$ cat config.mk
export PLATFORM = sky130hd
export DESIGN_NAME = magnetometer_hard_iron_calibrator
export DESIGN_NICKNAME = d
export VERILOG_FILES = /design/src/hdl/hic_pkg.sv /design/src/hdl/hic_yaw_match.sv /design/src/hdl/hic_cal_fsm.sv /design/src/hdl/magnetometer_hard_iron_calibrator.sv
export VERILOG_INCLUDE_DIRS = /design/src /design/src/hdl
export SDC_FILE = /design/constraint.sdc
export NUM_CORES = 2
export LEC_CHECK = 0
export BUFFER_PORTS_ARGS = -buffer_cell sky130_fd_sc_hd__clkbuf_2
export CAP_MARGIN = 10
export CORE_ASPECT_RATIO = 0.8
export CORE_MARGIN = 5
export CORE_UTILIZATION = 40
export CTS_BUF_LIST = sky130_fd_sc_hd__clkbuf_8
export CTS_CLUSTER_DIAMETER = 40
export DETAILED_ROUTE_END_ITERATION = 10
export PLACE_DENSITY = 0.54
export SETUP_SLACK_MARGIN = 0.05
export SLEW_MARGIN = 15
export SYNTH_ARGS = -nofsm -noshare
export SYNTH_HDL_FRONTEND = slang
export SYNTH_SLANG_ARGS = --single-unit
$ cat constraint.sdc
create_clock -name i_clk -period 14.4 [get_ports i_clk]
set_input_delay 1.44 -clock i_clk [delete_from_list [all_inputs] [get_ports i_clk]]
set_output_delay 1.44 -clock i_clk [all_outputs]
set_load 0.05 [all_outputs]
$ cat src/hdl/magnetometer_hard_iron_calibrator_defines.svh
// Assertion helpers shared by the calibrator's RTL.
`ifndef MAGNETOMETER_HARD_IRON_CALIBRATOR_DEFINES_SVH
`define MAGNETOMETER_HARD_IRON_CALIBRATOR_DEFINES_SVH

// Same-cycle implication, disabled while reset is asserted.
`define HIC_ASSERT_SAME(label, clk, rst_n, ante, cons, msg) \
    label: assert property (@(posedge clk) disable iff (!(rst_n)) (ante) |-> (cons)) \
        else $error(msg);

// Next-cycle implication, disabled while reset is asserted.
`define HIC_ASSERT_NEXT(label, clk, rst_n, ante, cons, msg) \
    label: assert property (@(posedge clk) disable iff (!(rst_n)) (ante) |=> (cons)) \
        else $error(msg);

`endif

$ cat src/hdl/hic_pkg.sv
package hic_pkg;

    localparam int POSITIONS = 13;
    localparam int CNT_W     = $clog2(POSITIONS + 1);

    typedef enum logic [1:0] {
        FUNC_TICK   = 2'd0,
        FUNC_START  = 2'd1,
        FUNC_CANCEL = 2'd2
    } t_func;

    typedef enum logic [2:0] {
        ST_NOT  = 3'd0,
        ST_CAL  = 3'd1,
        ST_RUN  = 3'd2,
        ST_DONE = 3'd3,
        ST_FAIL = 3'd4
    } t_status;

    typedef enum logic [2:0] {
        SP_BEGIN = 3'd0,
        SP_HORIZ = 3'd1,
        SP_VERT  = 3'd2,
        SP_SAVE  = 3'd3,
        SP_DONE  = 3'd4
    } t_step;

    typedef enum logic [2:0] {
        CFG_PRESET_X  = 3'd0,
        CFG_PRESET_Y  = 3'd1,
        CFG_PRESET_Z  = 3'd2,
        CFG_PRESET_OK = 3'd3,
        CFG_YAW_TOL   = 3'd4,
        CFG_Z_TARGET  = 3'd5,
        CFG_STALL_LIM = 3'd6
    } t_cfg_idx;

    typedef struct packed {
        logic signed [15:0] preset_x;
        logic signed [15:0] preset_y;
        logic signed [15:0] preset_z;
        logic               preset_valid;
        logic [10:0]        yaw_tol;
        logic [15:0]        z_target;
        logic [15:0]        stall_limit;
    } t_cfg;

    // State as it stands after the item in flight has been applied.
    typedef struct packed {
        t_status            status;
        t_step              step;
        logic [CNT_W-1:0]   count;
        logic signed [15:0] ofs_x;
        logic signed [15:0] ofs_y;
        logic signed [15:0] ofs_z;
    } t_view;

endpackage

$ cat src/hdl/hic_yaw_match.sv
module hic_yaw_match
    import hic_pkg::*;
(
    input  logic signed [11:0]    i_yaw,
    input  logic [10:0]           i_tol,
    output logic [POSITIONS-1:0]  o_hit
);

    // One comparator per heading; headings are evenly spaced from -180 to +180 degrees.
    for (genvar g = 0; g < POSITIONS; g++) begin : g_pos
        localparam int POS_I = -1800 + (3600 * g) / (POSITIONS - 1);
        logic signed [12:0] w_diff;
        logic        [12:0] w_mag;

        assign w_diff   = 13'(POS_I) - {i_yaw[11], i_yaw};
        assign w_mag    = w_diff[12] ? 13'(-w_diff) : 13'(w_diff);
        assign o_hit[g] = (w_mag < {2'b00, i_tol});
    end

endmodule

$ cat src/hdl/hic_cal_fsm.sv
module hic_cal_fsm
    import hic_pkg::*;
(
    input  logic                  i_clk,
    input  logic                  i_rst_n,
    input  logic                  i_fire,
    input  t_func                 i_func,
    input  logic signed [15:0]    i_raw_x,
    input  logic signed [15:0]    i_raw_y,
    input  logic signed [15:0]    i_raw_z,
    input  logic [POSITIONS-1:0]  i_hit,
    input  t_cfg                  i_cfg,
    output t_view                 o_view
);

    t_step              r_step,     n_step;
    t_status            r_status,   n_status;
    logic               r_load,     n_load;
    logic               r_ofs_ok,   n_ofs_ok;
    logic signed [15:0] r_ofs_x,    n_ofs_x;
    logic signed [15:0] r_ofs_y,    n_ofs_y;
    logic signed [15:0] r_ofs_z,    n_ofs_z;
    logic signed [15:0] r_min_x,    n_min_x;
    logic signed [15:0] r_min_y,    n_min_y;
    logic signed [15:0] r_min_z,    n_min_z;
    logic signed [15:0] r_max_x,    n_max_x;
    logic signed [15:0] r_max_y,    n_max_y;
    logic signed [15:0] r_max_z,    n_max_z;
    logic [POSITIONS-1:0] r_mask,   n_mask;
    logic [CNT_W-1:0]   r_count,    n_count;
    logic [15:0]        r_vcount,   n_vcount;
    logic [15:0]        r_stall,    n_stall;

    // Midpoint of max and min, rounded toward zero.
    function automatic logic signed [15:0] f_half(input logic signed [15:0] a,
                                                  input logic signed [15:0] b);
        logic signed [16:0] s;
        s = {a[15], a} + {b[15], b};
        s = s + 17'(s[16]);
        return s[16:1];
    endfunction

    always_ff @(posedge i_clk) begin
        if (!i_rst_n) begin
            r_step   <= SP_BEGIN;
            r_status <= ST_NOT;
            r_load   <= 1'b1;
            r_ofs_ok <= 1'b0;
            r_ofs_x  <= '0;
            r_ofs_y  <= '0;
            r_ofs_z  <= '0;
            r_min_x  <= '0;
            r_min_y  <= '0;
            r_min_z  <= '0;
            r_max_x  <= '0;
            r_max_y  <= '0;
            r_max_z  <= '0;
            r_mask   <= '0;
            r_count  <= '0;
            r_vcount <= '0;
            r_stall  <= '0;
        end else if (i_fire) begin
            r_step   <= n_step;
            r_status <= n_status;
            r_load   <= n_load;
            r_ofs_ok <= n_ofs_ok;
            r_ofs_x  <= n_ofs_x;
            r_ofs_y  <= n_ofs_y;
            r_ofs_z  <= n_ofs_z;
            r_min_x  <= n_min_x;
            r_min_y  <= n_min_y;
            r_min_z  <= n_min_z;
            r_max_x  <= n_max_x;
            r_max_y  <= n_max_y;
            r_max_z  <= n_max_z;
            r_mask   <= n_mask;
            r_count  <= n_count;
            r_vcount <= n_vcount;
            r_stall  <= n_stall;
        end
    end

    always_comb begin
        n_step   = r_step;
        n_status = r_status;
        n_load   = r_load;
        n_ofs_ok = r_ofs_ok;
        n_ofs_x  = r_ofs_x;
        n_ofs_y  = r_ofs_y;
        n_ofs_z  = r_ofs_z;
        n_min_x  = r_min_x;
        n_min_y  = r_min_y;
        n_min_z  = r_min_z;
        n_max_x  = r_max_x;
        n_max_y  = r_max_y;
        n_max_z  = r_max_z;
        n_mask   = r_mask;
        n_count  = r_count;
        n_vcount = r_vcount;
        n_stall  = r_stall;

        // The first item after reset picks up the stored offsets.
        if (r_load) begin
            n_load   = 1'b0;
            n_ofs_x  = i_cfg.preset_x;
            n_ofs_y  = i_cfg.preset_y;
            n_ofs_z  = i_cfg.preset_z;
            n_ofs_ok = i_cfg.preset_valid;
            n_status = i_cfg.preset_valid ? ST_CAL : ST_NOT;
        end

        priority if (i_func == FUNC_START) begin
            n_status = ST_RUN;
            n_step   = SP_BEGIN;
            n_min_x  = '0;
            n_min_y  = '0;
            n_min_z  = '0;
            n_max_x  = '0;
            n_max_y  = '0;
            n_max_z  = '0;
            n_mask   = '0;
            n_count  = '0;
            n_vcount = '0;
            n_stall  = '0;
        end else if (i_func == FUNC_CANCEL) begin
            n_step   = SP_BEGIN;
            n_stall  = '0;
            n_status = n_ofs_ok ? ST_CAL : ST_NOT;
        end else if (n_status == ST_RUN) begin
            unique case (r_step)
                SP_BEGIN: begin
                    n_mask   = '0;
                    n_count  = '0;
                    n_vcount = '0;
                    n_step   = SP_HORIZ;
                end
                SP_HORIZ: begin
                    n_mask  = r_mask | i_hit;
                    n_count = CNT_W'($countones(n_mask));
                    if (i_raw_x < r_min_x) n_min_x = i_raw_x;
                    if (i_raw_x > r_max_x) n_max_x = i_raw_x;
                    if (i_raw_y < r_min_y) n_min_y = i_raw_y;
                    if (i_raw_y > r_max_y) n_max_y = i_raw_y;
                    if (n_count >= CNT_W'(POSITIONS)) begin
                        n_mask   = '0;
                        n_count  = '0;
                        n_vcount = '0;
                        n_step   = SP_VERT;
                    end
                end
                SP_VERT: begin
                    n_vcount = r_vcount + 16'd1;
                    if (i_raw_z < r_min_z) n_min_z = i_raw_z;
                    if (i_raw_z > r_max_z) n_max_z = i_raw_z;
                    if (n_vcount >= i_cfg.z_target) begin
                        n_vcount = '0;
                        n_step   = SP_SAVE;
                    end
                end
                SP_SAVE: begin
                    n_ofs_x  = f_half(r_max_x, r_min_x);
                    n_ofs_y  = f_half(r_max_y, r_min_y);
                    n_ofs_z  = f_half(r_max_z, r_min_z);
                    n_ofs_ok = 1'b1;
                    n_step   = SP_DONE;
                end
                default: begin
                end
            endcase

            if (n_step == SP_DONE) n_status = ST_DONE;

            n_stall = (r_stall == 16'hFFFF) ? r_stall : r_stall + 16'd1;
            if (n_step != r_step) begin
                n_stall = '0;
            end else if (n_stall > i_cfg.stall_limit) begin
                n_stall  = '0;
                n_status = ST_FAIL;
            end
        end else if (n_status == ST_DONE || n_status == ST_FAIL) begin
            n_step   = SP_BEGIN;
            n_stall  = '0;
            n_status = n_ofs_ok ? ST_CAL : ST_NOT;
        end else begin
            // A tick while idle does no calibration work; only the correction applies.
        end
    end

    assign o_view.status = n_status;
    assign o_view.step   = n_step;
    assign o_view.count  = n_count;
    assign o_view.ofs_x  = n_ofs_x;
    assign o_view.ofs_y  = n_ofs_y;
    assign o_view.ofs_z  = n_ofs_z;

endmodule

$ cat src/hdl/magnetometer_hard_iron_calibrator.sv
// Magnetometer hard-iron calibrator, min/max method.
// Input channel (i_in_valid / o_in_ready): one request per item, carrying a
// command code (sample tick, start, cancel) with one X/Y/Z sample and a yaw.
// Output channel (o_out_valid / i_out_ready): exactly one result per request,
// holding the sample with offsets removed when calibrated, plus the
// calibration status, step, collection flag and headings reached so far.
// Configuration is a plain write port (i_cfg_we, i_cfg_addr, i_cfg_wdata) and
// must only be written while no request is in flight.
// A request sits in the input register; when the result stage advances, all state
// updates and the correction land in the result register. Throughput is one
// request per cycle while the receiver keeps i_out_ready high; the thirteen heading
// comparators and the min/max trackers all run in that single stage.
// When the receiver stalls, the result register holds and the input register
// still takes one more request, then o_in_ready drops until the result moves.
// Reset is synchronous, active low: both registers empty, configuration back
// to its defaults, status not calibrated. The stored offsets are copied in
// with the first request after reset.
`include "magnetometer_hard_iron_calibrator_defines.svh"

module magnetometer_hard_iron_calibrator
    import hic_pkg::*;
(
    input  logic               i_clk,
    input  logic               i_rst_n,
    input  logic               i_cfg_we,
    input  logic [2:0]         i_cfg_addr,
    input  logic [15:0]        i_cfg_wdata,
    input  logic               i_in_valid,
    output logic               o_in_ready,
    input  logic [1:0]         i_func,
    input  logic signed [15:0] i_raw_x,
    input  logic signed [15:0] i_raw_y,
    input  logic signed [15:0] i_raw_z,
    input  logic signed [11:0] i_yaw,
    output logic               o_out_valid,
    input  logic               i_out_ready,
    output logic signed [15:0] o_corrected_x,
    output logic signed [15:0] o_corrected_y,
    output logic signed [15:0] o_corrected_z,
    output logic               o_was_corrected,
    output logic [2:0]         o_cal_status,
    output logic [2:0]         o_cal_step,
    output logic               o_collecting,
    output logic [3:0]         o_positions_reached
);

    t_cfg                 r_cfg;
    logic                 r_in_vld;
    t_func                r_in_func;
    logic signed [15:0]   r_in_x;
    logic signed [15:0]   r_in_y;
    logic signed [15:0]   r_in_z;
    logic signed [11:0]   r_in_yaw;
    logic                 r_out_vld;
    logic signed [15:0]   r_out_x;
    logic signed [15:0]   r_out_y;
    logic signed [15:0]   r_out_z;
    logic                 r_out_corr;
    t_status              r_out_status;
    t_step                r_out_step;
    logic                 r_out_coll;
    logic [CNT_W-1:0]     r_out_count;

    logic                 w_adv;
    logic                 w_fire;
    logic                 w_accept;
    logic                 w_corr;
    logic [POSITIONS-1:0] w_hit;
    t_view                w_view;

    // Configuration registers.
    always_ff @(posedge i_clk) begin
        if (!i_rst_n) begin
            r_cfg.preset_x     <= '0;
            r_cfg.preset_y     <= '0;
            r_cfg.preset_z     <= '0;
            r_cfg.preset_valid <= 1'b0;
            r_cfg.yaw_tol      <= 11'd50;
            r_cfg.z_target     <= 16'd1000;
            r_cfg.stall_limit  <= 16'd1500;
        end else if (i_cfg_we) begin
            unique case (t_cfg_idx'(i_cfg_addr))
                CFG_PRESET_X:  r_cfg.preset_x     <= i_cfg_wdata;
                CFG_PRESET_Y:  r_cfg.preset_y     <= i_cfg_wdata;
                CFG_PRESET_Z:  r_cfg.preset_z     <= i_cfg_wdata;
                CFG_PRESET_OK: r_cfg.preset_valid <= i_cfg_wdata[0];
                CFG_YAW_TOL:   r_cfg.yaw_tol      <= i_cfg_wdata[10:0];
                CFG_Z_TARGET:  r_cfg.z_target     <= i_cfg_wdata;
                CFG_STALL_LIM: r_cfg.stall_limit  <= i_cfg_wdata;
                default: begin
                end
            endcase
        end
    end

    // The work stage advances whenever the result register is empty or being drained.
    assign w_adv      = !r_out_vld || i_out_ready;
    assign w_fire     = r_in_vld && w_adv;
    assign o_in_ready = !r_in_vld || w_adv;
    assign w_accept   = i_in_valid && o_in_ready;

    always_ff @(posedge i_clk) begin
        if (!i_rst_n) begin
            r_in_vld <= 1'b0;
        end else if (w_accept) begin
            r_in_vld <= 1'b1;
        end else if (w_fire) begin
            r_in_vld <= 1'b0;
        end
    end

    always_ff @(posedge i_clk) begin
        if (w_accept) begin
            r_in_func <= t_func'(i_func);
            r_in_x    <= i_raw_x;
            r_in_y    <= i_raw_y;
            r_in_z    <= i_raw_z;
            r_in_yaw  <= i_yaw;
        end
    end

    hic_yaw_match u_yaw (
        .i_yaw (r_in_yaw),
        .i_tol (r_cfg.yaw_tol),
        .o_hit (w_hit)
    );

    hic_cal_fsm u_fsm (
        .i_clk   (i_clk),
        .i_rst_n (i_rst_n),
        .i_fire  (w_fire),
        .i_func  (r_in_func),
        .i_raw_x (r_in_x),
        .i_raw_y (r_in_y),
        .i_raw_z (r_in_z),
        .i_hit   (w_hit),
        .i_cfg   (r_cfg),
        .o_view  (w_view)
    );

    // Correction uses the status and offsets as they stand after this request.
    assign w_corr = (w_view.status == ST_CAL);

    always_ff @(posedge i_clk) begin
        if (!i_rst_n) begin
            r_out_vld <= 1'b0;
        end else if (w_adv) begin
            r_out_vld <= r_in_vld;
        end
    end

    always_ff @(posedge i_clk) begin
        if (w_fire) begin
            r_out_x      <= r_in_x - (w_corr ? w_view.ofs_x : 16'sd0);
            r_out_y      <= r_in_y - (w_corr ? w_view.ofs_y : 16'sd0);
            r_out_z      <= r_in_z - (w_corr ? w_view.ofs_z : 16'sd0);
            r_out_corr   <= w_corr;
            r_out_status <= w_view.status;
            r_out_step   <= w_view.step;
            r_out_coll   <= (w_view.status == ST_RUN) &&
                            (w_view.step == SP_HORIZ || w_view.step == SP_VERT);
            r_out_count  <= w_view.count;
        end
    end

    assign o_out_valid         = r_out_vld;
    assign o_corrected_x       = r_out_x;
    assign o_corrected_y       = r_out_y;
    assign o_corrected_z       = r_out_z;
    assign o_was_corrected     = r_out_corr;
    assign o_cal_status        = r_out_status;
    assign o_cal_step          = r_out_step;
    assign o_collecting        = r_out_coll;
    assign o_positions_reached = 4'(r_out_count);

    // A request held in the input register is never dropped while the result stage is blocked.
    `HIC_ASSERT_NEXT(a_in_hold, i_clk, i_rst_n, r_in_vld && !w_adv, r_in_vld && $stable(r_in_func), "held request lost")
    // Collection is only reported while a calibration is running.
    `HIC_ASSERT_SAME(a_coll_run, i_clk, i_rst_n, r_out_vld && r_out_coll, r_out_status == ST_RUN, "collecting outside a run")
    // Correction is applied exactly when the reported status is calibrated.
    `HIC_ASSERT_SAME(a_corr_cal, i_clk, i_rst_n, r_out_vld, r_out_corr == (r_out_status == ST_CAL), "correction flag mismatch")
    // A full set of headings moves on to the vertical step at once, so the count never shows it.
    `HIC_ASSERT_SAME(a_count_lim, i_clk, i_rst_n, r_out_vld, r_out_count < CNT_W'(POSITIONS), "heading count overflow")

endmodule

==> results.py <==
metrics = {
    "status": {
        "outcome": "completed",
    },
    "setup_path": {
        "critical_path.most_common_cell": "fa_1",
        "regToRegSetupSlack_ns": 1.36,
        "cpMaxStageDelayCell": "edfxtp_1",
        "startpoint_type": "register",
        "slowest_delay_ns": 0.77,
        "rr_endpoint": "o_corrected_y[14]",
        "cp_data_required_time_ns": 14.87,
        "crit_arrival_ns": 13.51,
        "critical_path.max_fanout": 24,
        "r2r-start": "r_in_yaw[0]",
        "r2r_cells": 46,
        "timing_worst_setup_path_type": "register to register",
        "worstSetupEndpointType": "register",
    },
    "layout": {
        "final_cell_mix": "nand2_1, ha_1, nor2_1",
        "drive_gt1_share_pct": 10.23,
        "layout_commonest_cell": "nand2_1",
        "area_delta_synth_final_pct": 11.66,
        "num-nets-final": 4530,
    },
    "floorplan": {
        "dieArea_um2": 87640,
        "row_count": 93,
        "core_um2": 80760,
        "io_pins": 148,
        "initial_utilization_pct": 40.51,
        "dieWidth_um": 329.7,
        "die_y_um": 265.8,
    },
    "timing": {
        "rsz0062_at_grt": "no",
        "slew_violations": 0,
        "fmax_mhz": 76.66,
        "clock_skew_ns": 0.04639,
        "fin_crit_ns": 13.04,
        "tightest_slew_ns": 1.123,
        "fin_tns_setup_ns": 0,
        "period_share_pct": 90.59,
        "whs_ns": 0.4449,
        "slew_headroom_pct": 24.76,
        "hold_viol_final": 0,
        "finalSetupViolations": 0,
    },
    "synthesis": {
        "synthAdderAreaFrac_pct": 15.01,
        "synth-warning-count": 0,
        "netlist.area_leader.share_pct": 18.05,
        "synthXorXnorAreaFrac_pct": 8.372,
        "synthMuxAreaShare_pct": 4.211,
        "synthSimpleGateAreaFrac_pct": 18.47,
        "async_flop_share_pct": 0,
        "synth_seq_cells": 417,
        "synth_area_um2": 32720,
        "syn_area_per_cell_um2": 8.276,
        "netlist_top_cells_area": "dfxtp_1, ha_1, edfxtp_1, xnor2_1, nand2_1",
        "synth_edf_count": 122,
        "synth-seq-area-share_pct": 29.25,
        "synth_nets": 4423,
        "synth_cells": 3953,
        "synth_top_family_by_area": "compound AO/OA/AOI/OAI gates",
        "synth-main-ff-cell": "dfxtp_1",
        "synth_compound_area_share_pct": 19.89,
        "synth_cell_types": 102,
        "synth_top_area_cell": "dfxtp_1",
    },
    "grt": {
        "grt_pass1_wl_um": 154900,
        "grt-ovfl-total": 0,
        "antenna_found_initial": 6,
        "grtUsageTotal_pct": 22.05,
        "grt_max_degree": 86,
        "grt_pass1_vias": 26988,
    },
    "clock_tree": {
        "root_buffer": "clkbuf_8",
        "post_cts.repair.setup_buffers": 0,
        "cts_tree": "built",
        "cts_max_level": 3,
        "clk_latency_ns": 0.72,
        "cts_buffers": 86,
        "clock-sinks": 417,
        "clock_path_buffers": 3,
        "ctsHoldBuffers": 0,
        "cts_resized": 0,
        "clkSlewWorstSetupHoldPaths_ns": 0.06,
    },
    "placed_design": {
        "dp_hpwl_um": 72650,
        "io_buffers": 147,
        "place.gp.congestion": 0.9349,
    },
    "detailed_routing": {
        "num_vias": 28571,
        "dr.first_iter.drc_count": 2273,
        "wl_per_cell_um": 19.11,
        "drc": 0,
        "firstDrtPassIters": 6,
        "ant_nets": 0,
        "via_per_inst": 5.465,
        "drt-total-wl_um": 99890,
    },
    "power": {
        "p_total_mw": 3.398,
        "p_leak_nw": 15.17,
        "power_density_nw_per_um2": 93.03,
        "peakVddDrop_v": 0.00006993,
    },
    "worst_hold_path": {
        "hold_path_startpoint": "u_fsm.r_mask[11]",
        "hold_class": "register to register",
        "min_path_cells": 2,
        "holdPathEnd": "u_fsm.r_mask[11]",
    },
    "run": {
        "cap_violations": 0,
    },
}
[metrics by stage]
stage | std cells | utilization (%) | worst slack, ns | area, um^2
floorplan | 3953 | - | 3.363 | 32720
global placement | 5064 | 42.78 | 1.671 | 34550
detailed placement | 5064 | 42.78 | 1.383 | 34550
CTS | 5225 | 45.22 | 1.351 | 36520
global route | 5228 | 45.23 | 0.3028 | 36530
finish | 5228 | 45.23 | 1.355 | 36530
[flip-flops by register name, summed over array words and instances (netlist names), 12 cells and up]
signal	cells
o_corrected_x	16
o_corrected_y	16
o_corrected_z	16
r_cfg	92
r_in_x	16
r_in_y	16
r_in_yaw	12
r_in_z	16
u_fsm.r_mask	13
u_fsm.r_max_x	16
u_fsm.r_max_y	16
u_fsm.r_max_z	16
u_fsm.r_min_x	16
u_fsm.r_min_y	16
u_fsm.r_min_z	16
u_fsm.r_ofs_x	16
u_fsm.r_ofs_y	16
u_fsm.r_ofs_z	16
u_fsm.r_stall	16
u_fsm.r_vcount	16
[synthesized netlist by cell type (18+ instances only)]
cell,number
dfxtp_1,295
nand2b_1,44
nor2b_1,82
and3_1,31
a211oi_1,28
buf_2,22
a22oi_1,22
o211ai_1,55
xnor2_1,235
buf_1,23
nand4_1,28
a31oi_1,31
o21a_1,38
inv_1,216
nand3_1,99
xor2_1,70
nand2_1,493
clkbuf_1,132
a21oi_1,319
o21bai_1,21
a21o_1,113
nor2_1,329
mux2i_1,123
and2_1,30
o21ai_0,195
edfxtp_1,122
ha_1,370
or3_1,18
nor3_1,63
[kinds of logic (layout without fill, tap and decap cells)]
group | after synthesis | after routing
compound gates | 1004 | 1004
xor+xnor | 308 | 308
fa+ha+maj | 384 | 384
buf+inv | 402 | 582
flops | 417 | 417
mux | 136 | 136
other cells | 0 | 3
simple gates | 1302 | 1302
[worst max-delay path: cells and delay by family, from the launching register on]
kind	cells	cell delay, ns
AO/OA/AOI/OAI	20	4.25
XOR/XNOR	3	0.52
adder cells (fa/ha/maj)	10	4.00
buffers and inverters	4	0.58
flip-flops	1	0.77
AND/OR/NAND/NOR	9	2.64
[power breakdown]
part	internal [mW]	total (mW)	switching, mW
sequential	1.25	1.28	0.0307
clock	0.821	1.41	0.592
combinational	0.280	0.709	0.429
total	2.35	3.40	1.05
[per-layer routing]
| layer | up-vias | global-route usage (%) | wire length (um) |
|---|---|---|---|
| li1 | 14239 | - | - |
| met1 | 13362 | 34.64 | 51800 |
| met2 | 835 | 30.73 | 39280 |
| met3 | 135 | 3.638 | 6496 |
| met4 | 0 | 5.939 | 2318 |
| met5 | - | 0 | 0 |
[final cells by class]
type | instances | area (um^2)
Fill cell | 8131 | 44230
Multi-Input combinational cell | 3134 | 21640
Sequential cell | 417 | 9570
Clock buffer | 103 | 1418
Tap cell | 1092 | 1366
Timing Repair Buffer | 202 | 1151
Inverter | 219 | 829.5
Clock inverter | 58 | 550.5
Antenna cell | 3 | 7.507
[how the worst max path moves through the flow]
stage                 from                 to
6_report       r_in_yaw[0]  o_corrected_y[14]
3_3_place_gp   r_in_yaw[0]  o_corrected_y[14]
3_5_place_dp   r_in_yaw[0]  o_corrected_y[14]
4_1_cts        r_in_yaw[0]  o_corrected_x[15]
5_1_grt        r_in_yaw[0]  o_corrected_x[15]
2_1_floorplan  r_in_yaw[2]  o_corrected_z[15]
(Power assumes the default switching activity.)
